File: src/rtl/core/lfb64_pkg.sv
// package for the lsb-first base64 codec: result types and alphabet functions
// used by lfb64_step and lsb_first_base64_codec; no dependencies
`default_nettype none

package lfb64_pkg;

    // result queue depth, enough for two items of two results each
    localparam int RQ_DEPTH = 4;

    typedef enum logic [1:0] {
        K_DATA    = 2'd0,
        K_INVALID = 2'd1,
        K_END     = 2'd2
    } t_kind;

    typedef enum logic {
        DIR_ENCODE = 1'b0,
        DIR_DECODE = 1'b1
    } t_dir;

    typedef struct packed {
        logic [7:0] value;
        t_kind      kind;
        logic       run_end;
        logic       string_end;
    } t_result;

    typedef struct packed {
        logic [1:0]  n;
        t_result     res0;
        t_result     res1;
        logic [12:0] acc;
        logic [3:0]  cnt;
    } t_step_out;

    // 6-bit group to alphabet character
    function automatic logic [7:0] b64_char(input logic [5:0] six);
        logic [7:0] s;
        s = {2'b00, six};
        if (six < 6'd26) begin
            return 8'h41 + s;
        end else if (six < 6'd52) begin
            return 8'h61 + (s - 8'd26);
        end else if (six < 6'd62) begin
            return 8'h30 + (s - 8'd52);
        end else if (six == 6'd62) begin
            return 8'h2B;
        end else begin
            return 8'h2F;
        end
    endfunction

    // character to {invalid, 6-bit group}
    function automatic logic [6:0] b64_six(input logic [7:0] ch);
        logic [7:0] d;
        d = 8'd0;
        if (ch >= 8'h41 && ch <= 8'h5A) begin
            d = ch - 8'h41;
            return {1'b0, d[5:0]};
        end else if (ch >= 8'h61 && ch <= 8'h7A) begin
            d = ch - 8'h61 + 8'd26;
            return {1'b0, d[5:0]};
        end else if (ch >= 8'h30 && ch <= 8'h39) begin
            d = ch - 8'h30 + 8'd52;
            return {1'b0, d[5:0]};
        end else if (ch == 8'h2B) begin
            return {1'b0, 6'd62};
        end else if (ch == 8'h2F) begin
            return {1'b0, 6'd63};
        end else begin
            return {1'b1, 6'd0};
        end
    endfunction

endpackage

`default_nettype wire

File: src/rtl/core/lfb64_step.sv
// one codec step: results and next accumulator state for one item
// depends on lfb64_pkg
`default_nettype none

module lfb64_step (
    input  wire logic                 i_dir,
    input  wire logic [12:0]          i_acc,
    input  wire logic [3:0]           i_cnt,
    input  wire logic [7:0]           i_symbol,
    input  wire logic                 i_last,
    output lfb64_pkg::t_step_out      o_step
);
    import lfb64_pkg::*;

    logic [15:0] enc_wide16;
    logic [12:0] enc_wide;
    logic [4:0]  enc_c8;
    logic        enc_two;
    logic [4:0]  enc_rem;
    logic [12:0] enc_acc;
    logic        enc_tail;
    logic [6:0]  dec_map;
    logic [15:0] dec_wide16;
    logic [12:0] dec_wide;
    logic [4:0]  dec_c6;
    logic        dec_emit;
    t_step_out   st;

    // encode: byte goes above held bits, one or two groups leave
    always_comb begin
        enc_wide16 = {8'd0, i_symbol} << i_cnt[2:0];
        enc_wide   = i_acc | enc_wide16[12:0];
        enc_c8     = {1'b0, i_cnt} + 5'd8;
        enc_two    = (enc_c8 >= 5'd12);
        enc_rem    = enc_c8 - 5'd6 - (enc_two ? 5'd6 : 5'd0);
        enc_acc    = enc_two ? (enc_wide >> 12) : (enc_wide >> 6);
        enc_tail   = i_last && (enc_rem != 5'd0) && !enc_two;
    end

    // decode: character maps to six bits above held bits
    always_comb begin
        dec_map    = b64_six(i_symbol);
        dec_wide16 = {10'd0, dec_map[5:0]} << i_cnt[2:0];
        dec_wide   = i_acc | dec_wide16[12:0];
        dec_c6     = {1'b0, i_cnt} + 5'd6;
        dec_emit   = (dec_c6 >= 5'd8);
    end

    // result selection and end flags
    always_comb begin
        st = '0;
        st.res0.kind = K_DATA;
        st.res1.kind = K_DATA;
        if (i_dir == DIR_ENCODE) begin
            st.res0.value = b64_char(enc_wide[5:0]);
            st.res1.value = enc_two ? b64_char(enc_wide[11:6]) : b64_char(enc_acc[5:0]);
            st.n   = (enc_two || enc_tail) ? 2'd2 : 2'd1;
            st.acc = enc_acc;
            st.cnt = enc_rem[3:0];
        end else if (dec_map[6]) begin
            st.n         = 2'd1;
            st.res0.kind = K_INVALID;
        end else if (dec_emit) begin
            st.n          = 2'd1;
            st.res0.value = dec_wide[7:0];
            st.acc        = dec_wide >> 8;
            st.cnt        = dec_c6[3:0] - 4'd8;
        end else begin
            st.n   = i_last ? 2'd1 : 2'd0;
            st.res0.kind = i_last ? K_END : K_DATA;
            st.acc = dec_wide;
            st.cnt = dec_c6[3:0];
        end
        if (st.n == 2'd1) begin
            st.res0.run_end    = 1'b1;
            st.res0.string_end = i_last;
        end
        if (st.n == 2'd2) begin
            st.res1.run_end    = 1'b1;
            st.res1.string_end = i_last;
        end
        if (i_last) begin
            st.acc = '0;
            st.cnt = '0;
        end
        o_step = st;
    end

endmodule

`default_nettype wire

File: src/rtl/core/lsb_first_base64_codec.sv
// lsb-first base64 codec, top level: input register, step logic, result queue
// depends on lfb64_pkg and lfb64_step
//
// Streaming base64 codec with bits packed least significant first. An item is
// taken into an input register in any cycle that o_in_stall is low; once the
// result queue has room for two results, the step logic writes its zero to two
// results into a four-entry result queue, one of which is shown per cycle while
// i_out_stall is low. While encoding, the input rate is set by the single result
// per cycle of the output queue: three bytes give four characters, and a byte
// that ends its string with bits left over gives two characters, so the input is
// stalled while the queue lacks room. Decoding gives at most one result per item
// and sustains one item per cycle while i_out_stall is low. The direction
// register is written through the config channel; the user must write it only
// while the block is idle, which the block itself does not enforce. A write
// clears the bit accumulator. o_cfg_ready is always high.
`default_nettype none

module lsb_first_base64_codec (
    input  wire logic       i_clk,
    input  wire logic       i_rst_n,
    input  wire logic       i_cfg_valid,
    output logic            o_cfg_ready,
    input  wire logic       i_cfg_data,
    input  wire logic       i_in_valid,
    output logic            o_in_stall,
    input  wire logic [7:0] i_symbol,
    input  wire logic       i_last,
    output logic            o_out_valid,
    input  wire logic       i_out_stall,
    output logic [7:0]      o_value,
    output logic [1:0]      o_kind,
    output logic            o_run_end,
    output logic            o_string_end
);
    import lfb64_pkg::*;

    localparam int PW = $clog2(RQ_DEPTH);

    logic          r_dir;
    logic [12:0]   r_acc;
    logic [3:0]    r_cnt;
    logic          r_in_vld;
    logic [7:0]    r_sym;
    logic          r_last;
    t_result       r_rq [RQ_DEPTH];
    logic [PW-1:0] r_wr;
    logic [PW-1:0] r_rd;
    logic [PW:0]   r_fill;
    logic [PW:0]   n_fill;
    t_step_out     step;
    t_result       head;
    logic          advance;
    logic          accept;
    logic          pop;
    logic          cfg_wr;

    // step logic on the registered item
    lfb64_step u_step (
        .i_dir    (r_dir),
        .i_acc    (r_acc),
        .i_cnt    (r_cnt),
        .i_symbol (r_sym),
        .i_last   (r_last),
        .o_step   (step)
    );

    // handshakes
    assign cfg_wr      = i_cfg_valid;
    assign o_cfg_ready = 1'b1;
    assign advance     = r_in_vld && (r_fill <= (PW+1)'(RQ_DEPTH - 2));
    assign o_in_stall  = r_in_vld && !advance;
    assign accept      = i_in_valid && !o_in_stall;
    assign o_out_valid = (r_fill != '0);
    assign pop         = o_out_valid && !i_out_stall;

    // direction register and accumulator state
    always_ff @(posedge i_clk) begin
        if (!i_rst_n) begin
            r_dir <= DIR_ENCODE;
            r_acc <= '0;
            r_cnt <= '0;
        end else if (cfg_wr) begin
            r_dir <= i_cfg_data;
            r_acc <= '0;
            r_cnt <= '0;
        end else if (advance) begin
            r_acc <= step.acc;
            r_cnt <= step.cnt;
        end
    end

    // input register
    always_ff @(posedge i_clk) begin
        if (!i_rst_n) begin
            r_in_vld <= 1'b0;
        end else if (accept) begin
            r_in_vld <= 1'b1;
        end else if (advance) begin
            r_in_vld <= 1'b0;
        end
    end

    always_ff @(posedge i_clk) begin
        if (accept) begin
            r_sym  <= i_symbol;
            r_last <= i_last;
        end
    end

    // result queue storage
    always_ff @(posedge i_clk) begin
        if (advance && step.n != 2'd0) begin
            r_rq[r_wr] <= step.res0;
        end
        if (advance && step.n == 2'd2) begin
            r_rq[r_wr + PW'(1)] <= step.res1;
        end
    end

    // result queue pointers
    always_comb begin
        n_fill = r_fill;
        if (advance) begin
            n_fill = n_fill + (PW+1)'(step.n);
        end
        if (pop) begin
            n_fill = n_fill - (PW+1)'(1);
        end
    end

    always_ff @(posedge i_clk) begin
        if (!i_rst_n) begin
            r_wr   <= '0;
            r_rd   <= '0;
            r_fill <= '0;
        end else begin
            r_fill <= n_fill;
            if (advance) begin
                r_wr <= r_wr + PW'(step.n);
            end
            if (pop) begin
                r_rd <= r_rd + PW'(1);
            end
        end
    end

    // head of queue drives the result ports
    assign head         = r_rq[r_rd];
    assign o_value      = head.value;
    assign o_kind       = head.kind;
    assign o_run_end    = head.run_end;
    assign o_string_end = head.string_end;

endmodule

`default_nettype wire

File: config.mk
export PLATFORM = sky130hd
export DESIGN_NAME = lsb_first_base64_codec
export DESIGN_NICKNAME = d
export VERILOG_FILES = /design/src/rtl/core/lfb64_pkg.sv /design/src/rtl/core/lfb64_step.sv /design/src/rtl/core/lsb_first_base64_codec.sv
export SDC_FILE = /design/constraint.sdc
export NUM_CORES = 1
export LEC_CHECK = 0
export ABC_AREA = 0
export BUFFER_PORTS_ARGS = -buffer_cell sky130_fd_sc_hd__buf_2
export CAP_MARGIN = 30
export CORE_AREA = 5 5 171 173
export CTS_CLUSTER_SIZE = 24
export DETAILED_ROUTE_END_ITERATION = 8
export DIE_AREA = 0 0 176 178
export MAX_ROUTING_LAYER = met4
export PLACE_DENSITY = 0.4
export SETUP_SLACK_MARGIN = 0.15
export SLEW_MARGIN = 15
export SYNTH_ARGS = -nofsm -noshare
export SYNTH_HDL_FRONTEND = slang
export SYNTH_SLANG_ARGS = --single-unit
File: constraint.sdc
create_clock -name i_clk -period 5.1 [get_ports i_clk]
set_clock_uncertainty 0.2 [all_clocks]
set_input_delay 0.51 -clock i_clk [delete_from_list [all_inputs] [get_ports i_clk]]
set_output_delay 0.51 -clock i_clk [all_outputs]
set_load 0.005 [all_outputs]
; ---- Word level (Yosys, flattened, before mapping)
; Memories as Yosys holds them, arrays and structs flattened. A register that Yosys moved wholly into a read port is not among the register bits.
; Cells that the tools add are included.
[classes]
n_addsub = 30
n_lt_le_gt_ge = 18
n_eq_ne = 7
shifts = 2
n_mux = 48
bitwise_logic = 3
n_reduce_logical = 21
[op_table]
columns = operator, count
row1 = two-way mux 8 bit, 13
row2 = two-way mux 17 bit, 4
row3 = two-way mux 7 bit, 6
row4 = < comparator 6 bit (second input constant), 6
row5 = bitwise OR 13 bit, 2
row6 = adder 6 x 8 -> 8 bit (first input constant), 3
row7 = adder 7 x 6 -> 8 bit (first input constant), 3
row8 = adder 7 x 8 -> 8 bit (first input constant), 3
row9 = two-way mux 2 bit, 11
row10 = subtractor 6 x 5 -> 7 bit (second input constant), 3
row11 = subtractor 6 x 6 -> 7 bit (second input constant), 3
row12 = == test 6 bit (second input constant), 3
row13 = < comparator 6 x 5 -> 1 bit (second input constant), 3
row14 = two-way mux 3 bit, 6
row15 = == test 8 x 6 -> 1 bit (second input constant), 2
row16 = >= comparator 8 x 7 -> 1 bit (second input constant), 2
row17 = <= comparator 8 x 7 -> 1 bit (second input constant), 2
row18 = left shift 6 x 3 -> 13 bit, 1
row19 = left shift 8 x 3 -> 13 bit, 1
row20 = subtractor 6 bit (second input constant), 2
row21 = logical AND 1 bit, 11
row22 = >= comparator 5 x 4 -> 1 bit (second input constant), 2
row23 = two-way mux 10 bit, 1
row24 = >= comparator 8 x 6 -> 1 bit (second input constant), 1
row25 = other kinds (24), 35
[totals]
reg_bits = 35
ram_bits = 48
inputBits = 15
output_inout_bits = 15
elab_cells = 139
mem_count = 1
[memory_table]
columns = memory, depth, word_bits, read_ports, rd_clocked_by_memory_dff, write_ports, line
row1 = r_rq, 4, 12, 1, 1, 2, lsb_first_base64_codec.sv:45  ; t_result r_rq [RQ_DEPTH];

; ---- Logic depth before layout (Yosys ltp)
; Gate-level depths: netlist of the first run.
[logic_depth]
word_depth = 15
depth_mapped = 19
ltp_nobuf = 17

; ---- Hierarchy
; A second synthesis of the first run with hierarchy kept.
[hier_totals]
cells_unflattened = 793
area_unflattened_um2 = 7332.0
[by_module_without_submodules]
columns = mod, instances, cells_each, area_each_um2, seq_area_each_um2
row1 = lsb_first_base64_codec, 1, 284, 3882.5, 2272.2
row2 = lfb64_step, 1, 509, 3449.6, 0.0

; ---- Least setup slack after synthesis of the first run
; Ideal clock, no wire load.
[synth_path]
path_type = reg2reg
from = register r_sym[3]
to = register r_fill[2]
setup_ns = 0.115
t_arrival_ns = 3.569
t_required_ns = 4.785
path_slack_ns = 1.216
path_stages_with_launch = 20
n_path_buf = 2
synth_period_minus_slack_ns = 3.884
cell_sequence = edfxtp_1 -> clkbuf_1 -> inv_1 -> ha_1 -> inv_1 -> o211a_1 -> or3_1 -> buf_4 -> a21o_1 -> nor3_2 -> nor2_1 -> ha_1 -> inv_1 -> fa_1 -> nor2_1 -> nor2_1 -> ha_1 -> nand2_1 -> xor2_1 -> and2_1
[synth_via]
elab_chain_cells = 12
elab_cells_between_ends = 22
classes_between = add/sub: 2 / order compare: 6 / eq/ne: 2 / mux: 9 / reduce/logical: 3
[synth_rtl]
columns = item, line
row1 = "start, declared", lsb_first_base64_codec.sv:43  ; logic [7:0] r_sym;
row2 = "start signal, assigned", lsb_first_base64_codec.sv:105  ; r_sym <= i_symbol;
row3 = "parallel branches: the longest is 5 deep, another holds >= comparator 8 x 6 -> 1 bit", n/a
row4 = two-way mux 7 bit (*), lfb64_pkg.sv:57  ; if (ch >= 8'h41 && ch <= 8'h5A) begin
row5 = two-way mux 2 bit (*), lfb64_step.sv:60  ; end else if (dec_map[6]) begin
row6 = two-way mux 10 bit (*), lfb64_step.sv:54  ; if (i_dir == DIR_ENCODE) begin
row7 = adder 3 x 2 -> 3 bit (*), lsb_first_base64_codec.sv:124  ; n_fill = n_fill + (PW+1)'(step.n);
row8 = two-way mux 3 bit (*), lsb_first_base64_codec.sv:123  ; if (advance) begin
row9 = subtractor 3 x 1 -> 3 bit, lsb_first_base64_codec.sv:127  ; n_fill = n_fill - (PW+1)'(1);
row10 = two-way mux 3 bit (*), lsb_first_base64_codec.sv:126  ; if (pop) begin
row11 = "end signal, assigned", lsb_first_base64_codec.sv:137  ; r_fill <= n_fill;
row12 = "end, declared", lsb_first_base64_codec.sv:48  ; logic [PW:0] r_fill;
; Every way passes the cells marked *.
; A chain may end at the register's enable or synchronous reset.

==> results of run 1 <==
cell type report:
cell class	count	area (um^2)	share of cell area [%]
multi-input cells	577	4230	56.0
flip-flops and latches	84	2170	28.8
well taps	346	433	5.73
repair buffers	45	272	3.60
clock buffers	9	225	2.98
inverters	32	133	1.76
clock inverters	7	86.3	1.14
where the power goes:
group | internal, uW | leakage [uW] | switching (uW)
registers | 806 | 0.000754 | 79.5
logic | 348 | 0.00179 | 458
clock network | 392 | 0.000151 | 314
total | 1550 | 0.00270 | 852
per-layer routing:
layer	wire length [um]	vias to the layer above	GRT usage, %
met5	0	-	-
met4	298	0	3.38
met3	771	18	2.01
met2	10100	117	22.6
met1	10100	2775	19.1
li1	-	2810	-
synth_stat cells (12+ instances only):
library cell,instances
nand2_1,53
nor2_1,51
edfxtp_1,49
a21oi_1,47
ha_1,41
dfxtp_1,35
o21ai_0,33
inv_1,29
o22ai_1,28
clkbuf_1,22
nand3_1,19
xnor2_1,19
nor3_1,18
and2_1,16
buf_2,14
mux4_2,13
or3_1,12
worst paths after layout:
path | slack [ns] | end | startpoint | depth (start not counted)
max | 0.77 | r_rq[0][5] | r_cnt[1] | 12
min | 0.13 | r_sym[7] | i_symbol[7] | 1
max reg2reg | 0.77 | r_rq[0][5] | r_cnt[1] | 12
min reg2reg | 0.27 | r_rq[2][2] | r_rq[2][2] | 2
sequential cells by signal, indices dropped and copies added, names as in the netlist, named ones only:
| name | flops |
|---|---|
| r_acc | 13 |
| r_cnt | 3 |
| r_dir | 1 |
| r_fill | 3 |
| r_in_vld | 1 |
| r_last | 1 |
| r_rd | 2 |
| r_rq | 48 |
| r_sym | 8 |
| r_wr | 2 |
logic make-up (layout without fill, tap and decap cells):
| logic type | count (synthesis) | count (layout) |
|---|---|---|
| adders and majority gates | 43 | 43 |
| buffers and inverters | 80 | 93 |
| xor gates and xnor gates | 31 | 31 |
| other | 2 | 2 |
| muxes | 33 | 33 |
| DFF | 84 | 84 |
| and+or+nand+nor | 234 | 234 |
| AOI/OAI and AO/OA | 234 | 234 |
stage by stage:
| stage | area, um^2 | hold WS, ns |
|---|---|---|
| finish | 7550 | 0.131 |
| global route | 7550 | 0.121 |
| floorplan | 6780 | 0.233 |
| detailed placement | 7220 | 0.259 |
| CTS | 7530 | 0.119 |
| global placement | 7210 | 0.254 |
==> results by group, run 1 <==
Finish
  – Synthesis-to-layout area growth: 11.4%
  – Most frequent cells in the layout: nand2_1 (53), nor2_1 (51), edfxtp_1 (49)
  – Nets: 806
  – Fin cells: 1,100
  – Most common cell after layout, fill and taps aside: nand2_1
  – # fillers: 2,945
  – N_diodes: 0
  – Fin util: 27.5%
  – Layout cells sized above 1: 14.9%

Critical path
  – CP max stage cell: dfxtp_1
  – Crit path cell chain: mux4_2 -> or2_1 -> nand2_1 -> ha_1 -> nor2b_1 -> o21ai_0 -> mux2i_1 -> and2_1 -> nor3b_1 -> a2111oi_0 -> o21ai_1 -> o2bb2ai_1
  – Required time of the critical path: 5.10 ns
  – Worst path max stage delay: 0.65 ns
  – Critical path buffer and inverter count: 0
  – CP Capture Type: flop
  – CP top delay family: simple AND/OR/NAND/NOR gates
  – Crit path launch type: flop
  – CP max FO: 12
  – Worst Path Arrival: 4.34 ns
  – CP Class: reg -> reg

Clock network
  – Post-CTS Resized: 0
  – CTS Hold Bufs: 0
  – Num CTS Buffers: 9
  – Clock root buffer: clkbuf_16
  – CTS Sinks: 84
  – # Post-CTS Setup Buffers: 0
  – Clock tree from TritonCTS: yes
  – Clk slew on worst S/H paths: 0.07 ns
  – H-tree depth: 3
  – Clock latency on the worst-skew pair: 0.35 ns
  – CTS Buffer Depth: 2

Timing
  – Slew headroom: 37.3%
  – Fin. max-slew vios: 0
  – Fmax: 231 MHz
  – # setup viols final: 0
  – Setup ws final: 0.765 ns
  – RSZ-0062 raised after global routing: false
  – Final Cycle Share: 85.0%
  – Hold Vio Cnt, Final: 0
  – Worst slew pin tran: 0.934 ns
  – Tmin final: 4.33 ns
  – Fin Setup TNS: 0 ns

Yosys
  – Mapped Cells: 741
  – Largest family of logic cells by synthesized area: compound AO/OA/AOI/OAI gates
  – Syn nets: 798
  – Synth area leader: edfxtp_1
  – Simple-Gate Fraction of Synth Area: 17.6%
  – Synth Flop Type: edfxtp_1
  – Mux share of post-synthesis cell area: 7.48%
  – Seq/Total Area, Yosys: 32.0%
  – Adder-Cell Fraction of Synth Area: 8.01%
  – Compound-gate portion of the synthesized area: 24.9%
  – Yosys warns: 0
  – Cell variety after synth: 90
  – Post-Syn Area per Cell: 9.15 um^2
  – Share of the synthesized area in the top cell type: 21.7%
  – Post-Syn Area: 6780 um^2
  – EDFF count, synth: 49
  – Area contributors post-synth: edfxtp_1 (22%), dfxtp_1 (10%), ha_1 (7.6%)
  – Post-synthesis register bit count: 84
  – Synth Area in XOR/XNOR: 4.28%
  – FFs w/ async S/R, synth: 0%

Global route
  – Vias in the first global route: 5,763
  – Gr usage total: 14.1%
  – Grt ovf: 0
  – Initial antenna violation count: 0
  – Largest net degree at the start of global routing: 30
  – First-pass GRT wire length: 33,900 um

Place
  – Placed Cells: 1,082
  – IO buf count: 28
  – Post-detail-place hpwl: 15,900 um
  – Gpl congestion: 0.814
  – Pre-CTS WS: 0.800 ns

Detailed routing
  – Vias/cell: 5.20
  – Number of routed nets with antenna violations: 0
  – Routed WL per cell: 19.3 um
  – DR pass1 iterations: 5
  – Drt total wl: 21,300 um
  – First DRT Iteration DRCs: 476
  – Drt drc: 0
  – Routed vias: 5,720

Die
  – Core area: 27,500 um^2
  – Die Wd: 176 um
  – I/O pins: 30
  – Die Span Y: 178 um
  – Row cnt: 61
  – Die Area: 31,300 um^2
  – Initial Util: 24.7%

Run status
  – Outcome: finished clean

Power
  – Power Total: 2400 uW
  – Leak pwr: 0.00270 uW
  – PD cells: 318 nW/um^2
  – VDD IR max: 0.000131 V

Job
  – Number of max-cap violations: 0

Hold path
  – Tightest Hold Check Type: in -> reg
(Power assumes the default switching activity.)
==> run 2, diff against run 1 <==
--- a/config.mk
+++ b/config.mk
@@ -5,13 +5,13 @@
 export SDC_FILE = /design/constraint.sdc
 export NUM_CORES = 1
 export LEC_CHECK = 0
-export ABC_AREA = 0
+export ABC_AREA = 1
 export BUFFER_PORTS_ARGS = -buffer_cell sky130_fd_sc_hd__buf_2
 export CAP_MARGIN = 30
-export CORE_AREA = 5 5 171 173
+export CORE_AREA = 5 5 177 179
 export CTS_CLUSTER_SIZE = 24
 export DETAILED_ROUTE_END_ITERATION = 8
-export DIE_AREA = 0 0 176 178
+export DIE_AREA = 0 0 182 184
 export MAX_ROUTING_LAYER = met4
 export PLACE_DENSITY = 0.4
 export SETUP_SLACK_MARGIN = 0.15
==> constraint.sdc (replaced) <==
create_clock -name i_clk -period 4.3 [get_ports i_clk]
set_clock_uncertainty 0.2 [all_clocks]
set_input_delay 0.43 -clock i_clk [delete_from_list [all_inputs] [get_ports i_clk]]
set_output_delay 0.43 -clock i_clk [all_outputs]
set_load 0.005 [all_outputs]
==> run 2 against run 1 <==
Effect of this change: cell count grew 34%; register-to-register slack lost 0.19 ns; combinational power grew 23%; sequential cell count is the same; worst hold slack lost 0.088 ns; synthesized area grew 6.9%; sequential share of layout area shrank 1.9 points; total power grew 17%; largest cell class unchanged.
==> results by group, run 2 <==
Critical path
  – CP Capture Type: flop
  – Worst Path Arrival: 3.81 ns
  – Reg2Reg Capture Point: r_fill[1]
  – Crit path cell chain: inv_2 -> ha_1 -> nand2_1 -> nand2_1 -> nand3_1 -> nand2_1 -> nand2_1 -> nand2_2 -> nand4_4 -> nand2_4 -> inv_4 -> nand3_4 -> nand2_2 -> inv_1 -> ha_1 -> inv_1 -> fa_1 -> nand2_1 -> o21ai_0 -> ha_1 -> nand2_1 -> nand2_1 -> a21oi_1
  – Most common cell type on the critical path: nand2_1
  – CP endpoint: r_fill[1]
  – CP max FO: 8
  – R2R depth: 23
  – Worst path max stage delay: 0.49 ns
  – CP Class: reg -> reg
  – Internal reg-to-reg setup slack: 0.58 ns
  – Critical path origin: r_sym[2]
  – Worst reg2reg startpoint: r_sym[2]
  – Crit path launch type: flop
  – Required time of the critical path: 4.38 ns
  – CP max stage cell: edfxtp_1

Detailed routing
  – Vias/cell: 4.65
  – Routed WL per cell: 15.9 um
  – DR pass1 iterations: 7
  – Routed vias: 6,864
  – Drt drc: 0
  – Number of routed nets with antenna violations: 0
  – First DRT Iteration DRCs: 424
  – Drt total wl: 23,400 um

Global route
  – Largest net degree at the start of global routing: 41
  – First-pass GRT wire length: 37,400 um
  – Grt ovf: 0
  – Initial antenna violation count: 0
  – Vias in the first global route: 6,684
  – Gr usage total: 14.4%

Finish
  – Layout cells sized above 1: 12.3%
  – Biggest register: r_rq
  – Most common cell after layout, fill and taps aside: nand2_1
  – Fin cells: 1,477
  – Synthesis-to-layout area growth: 11.6%
  – Largest registers: r_rq x48, r_acc x13, r_sym x8
  – Nets: 1,139
  – Most frequent cells in the layout: nand2_1 (310), inv_1 (98), nand3_1 (97)
  – Flip-flop count of the largest register after layout: 48
  – N_diodes: 0

Yosys
  – Most used standard cell by instance count after synthesis: nand2_1
  – Cell variety after synth: 46
  – Yosys warns: 0
  – Share of the synthesized area in the top cell type: 20.3%
  – FFs w/ async S/R, synth: 0%
  – Syn nets: 1,118
  – Area contributors post-synth: edfxtp_1 (20%), nand2_1 (16%), dfxtp_1 (9.7%)
  – Post-synthesis register bit count: 84
  – EDFF count, synth: 49
  – Post-Syn Area: 7250 um^2
  – Post-synth top cells: nand2_1 (311), inv_1 (98), nand3_1 (97)
  – Seq/Total Area, Yosys: 30.0%
  – Post-Syn Area per Cell: 6.83 um^2
  – Synth Flop Type: edfxtp_1
  – Mapped Cells: 1,061
  – Synth area leader: edfxtp_1

Timing
  – Fin Setup TNS: 0 ns
  – Final Cycle Share: 86.6%
  – Fin. max-slew vios: 0
  – Slew headroom: 36.8%
  – Fmax: 268 MHz
  – # setup viols final: 0
  – Hold Vio Cnt, Final: 0
  – RSZ-0062 raised after global routing: false
  – Worst slew pin tran: 0.941 ns
  – Tmin final: 3.72 ns

Job
  – Number of max-cap violations: 0

Hold path
  – Tightest Hold Check Type: in -> reg

Place
  – Gpl congestion: 0.873
  – Placed Cells: 1,457
  – Post-detail-place hpwl: 18,100 um
  – IO buf count: 28

Die
  – Core area: 29,400 um^2
  – Row cnt: 63
  – Die Span Y: 184 um
  – I/O pins: 30
  – Initial Util: 24.7%
  – Die Area: 33,500 um^2
  – Die Wd: 182 um

Clock network
  – Num CTS Buffers: 9
  – Clock latency on the worst-skew pair: 0.36 ns
  – Clk slew on worst S/H paths: 0.08 ns
  – Clock tree from TritonCTS: yes
  – Clock root buffer: clkbuf_16
  – CTS Buffer Depth: 2
  – CTS Sinks: 84
  – H-tree depth: 3

Power
  – Switching portion of total power: 40.0%
  – Share of power burned in registers: 35.8%
  – Power share of the clock group: 28.9%
  – VDD IR max: 0.000148 V
  – NetSw: 1120 uW
  – Logic pwr share: 35.4%
  – Leak pwr: 0.00362 uW
  – PD cells: 347 nW/um^2
  – Int Pwr: 1680 uW

Run status
  – Outcome: finished clean
[run 2: worst min-delay path by stage]
stage                     start         end  slack [ns]  cells past startpoint
floorplan               r_rd[1]        flop        0.24                      2
global placement     r_rq[2][2]  r_rq[2][2]        0.25                      2
detailed placement   r_rq[2][2]  r_rq[2][2]        0.26                      2
CTS                 i_symbol[1]    r_sym[1]        0.03                      1
global route        i_symbol[4]    r_sym[4]        0.03                      1
finish              i_symbol[0]    r_sym[0]        0.04                      1
[run 2: area by class of cell]
cell class | count | area [um^2]
clock buffer | 9 | 225
clock inverter | 7 | 76.3
inverter | 120 | 453
tap | 390 | 488
fill | 3307 | 21300
multi-input combinational | 822 | 4410
timing repair buffer | 45 | 268
sequential | 84 | 2170
[run 2: stage by stage]
stage / instance area, um^2 / hold WS, ns / setup WS, ns / total power [uW] / utilization [%]
floorplan: 7250 / 0.236 / 0.939 / 1710 / -
global placement: 7760 / 0.250 / 0.532 / 2030 / 26.4
detailed placement: 7760 / 0.257 / 0.467 / 2020 / 26.4
CTS: 8060 / 0.0252 / 0.420 / 2850 / 27.4
global route: 8090 / 0.0302 / 0.191 / 3010 / 27.5
finish: 8090 / 0.0431 / 0.576 / 2810 / 27.5
[run 2: power groups by stage]
stage	Sequential, uW	Clock [uW]	Combinational, uW
6_report	1000	810	993
5_1_grt	1010	864	1130
4_1_cts	1010	840	1000
3_5_place_dp	1020	0	1000
3_3_place_gp	1020	0	1010
2_1_floorplan	1000	0	703
[run 2: critical path, delay by kind of cell, from the launching register on]
family	cells	cell delay, ns
buffers and inverters	4	0.39
adder cells (fa/ha/maj)	4	1.14
AND/OR/NAND/NOR	13	1.18
flip-flops	1	0.49
AO/OA/AOI/OAI	2	0.22
[run 2: kinds of logic after synthesis]
| logic type | after synthesis | synth area share, % |
|---|---|---|
| buffers and inverters | 155 | 9.25 |
| other | 2 | 0.104 |
| XOR/XNOR | 23 | 2.78 |
| flip-flops | 84 | 30.0 |
| adder cells (fa/ha/maj) | 42 | 7.35 |
| AO/OA/AOI/OAI | 175 | 13.8 |
| AND/OR/NAND/NOR | 580 | 36.7 |
[run 2: layer usage]
metal / part of all wire (%) / global-route usage (%) / up-vias
met2: 48 / 24.6 / 116
li1: - / - / 3573
met3: 3.0 / 2.02 / 29
met1: 47 / 18.2 / 3146
met4: 1.8 / 3.30 / 0
met5: 0 / - / -
[run 2: repair_timing]
| action | CTS | global route |
|---|---|---|
| gates resized for setup | 0 | 1 |
| endpoints found under the setup margin | 0 | 2 |
| hold buffers | 0 | 0 |
| setup buffers | 0 | 4 |
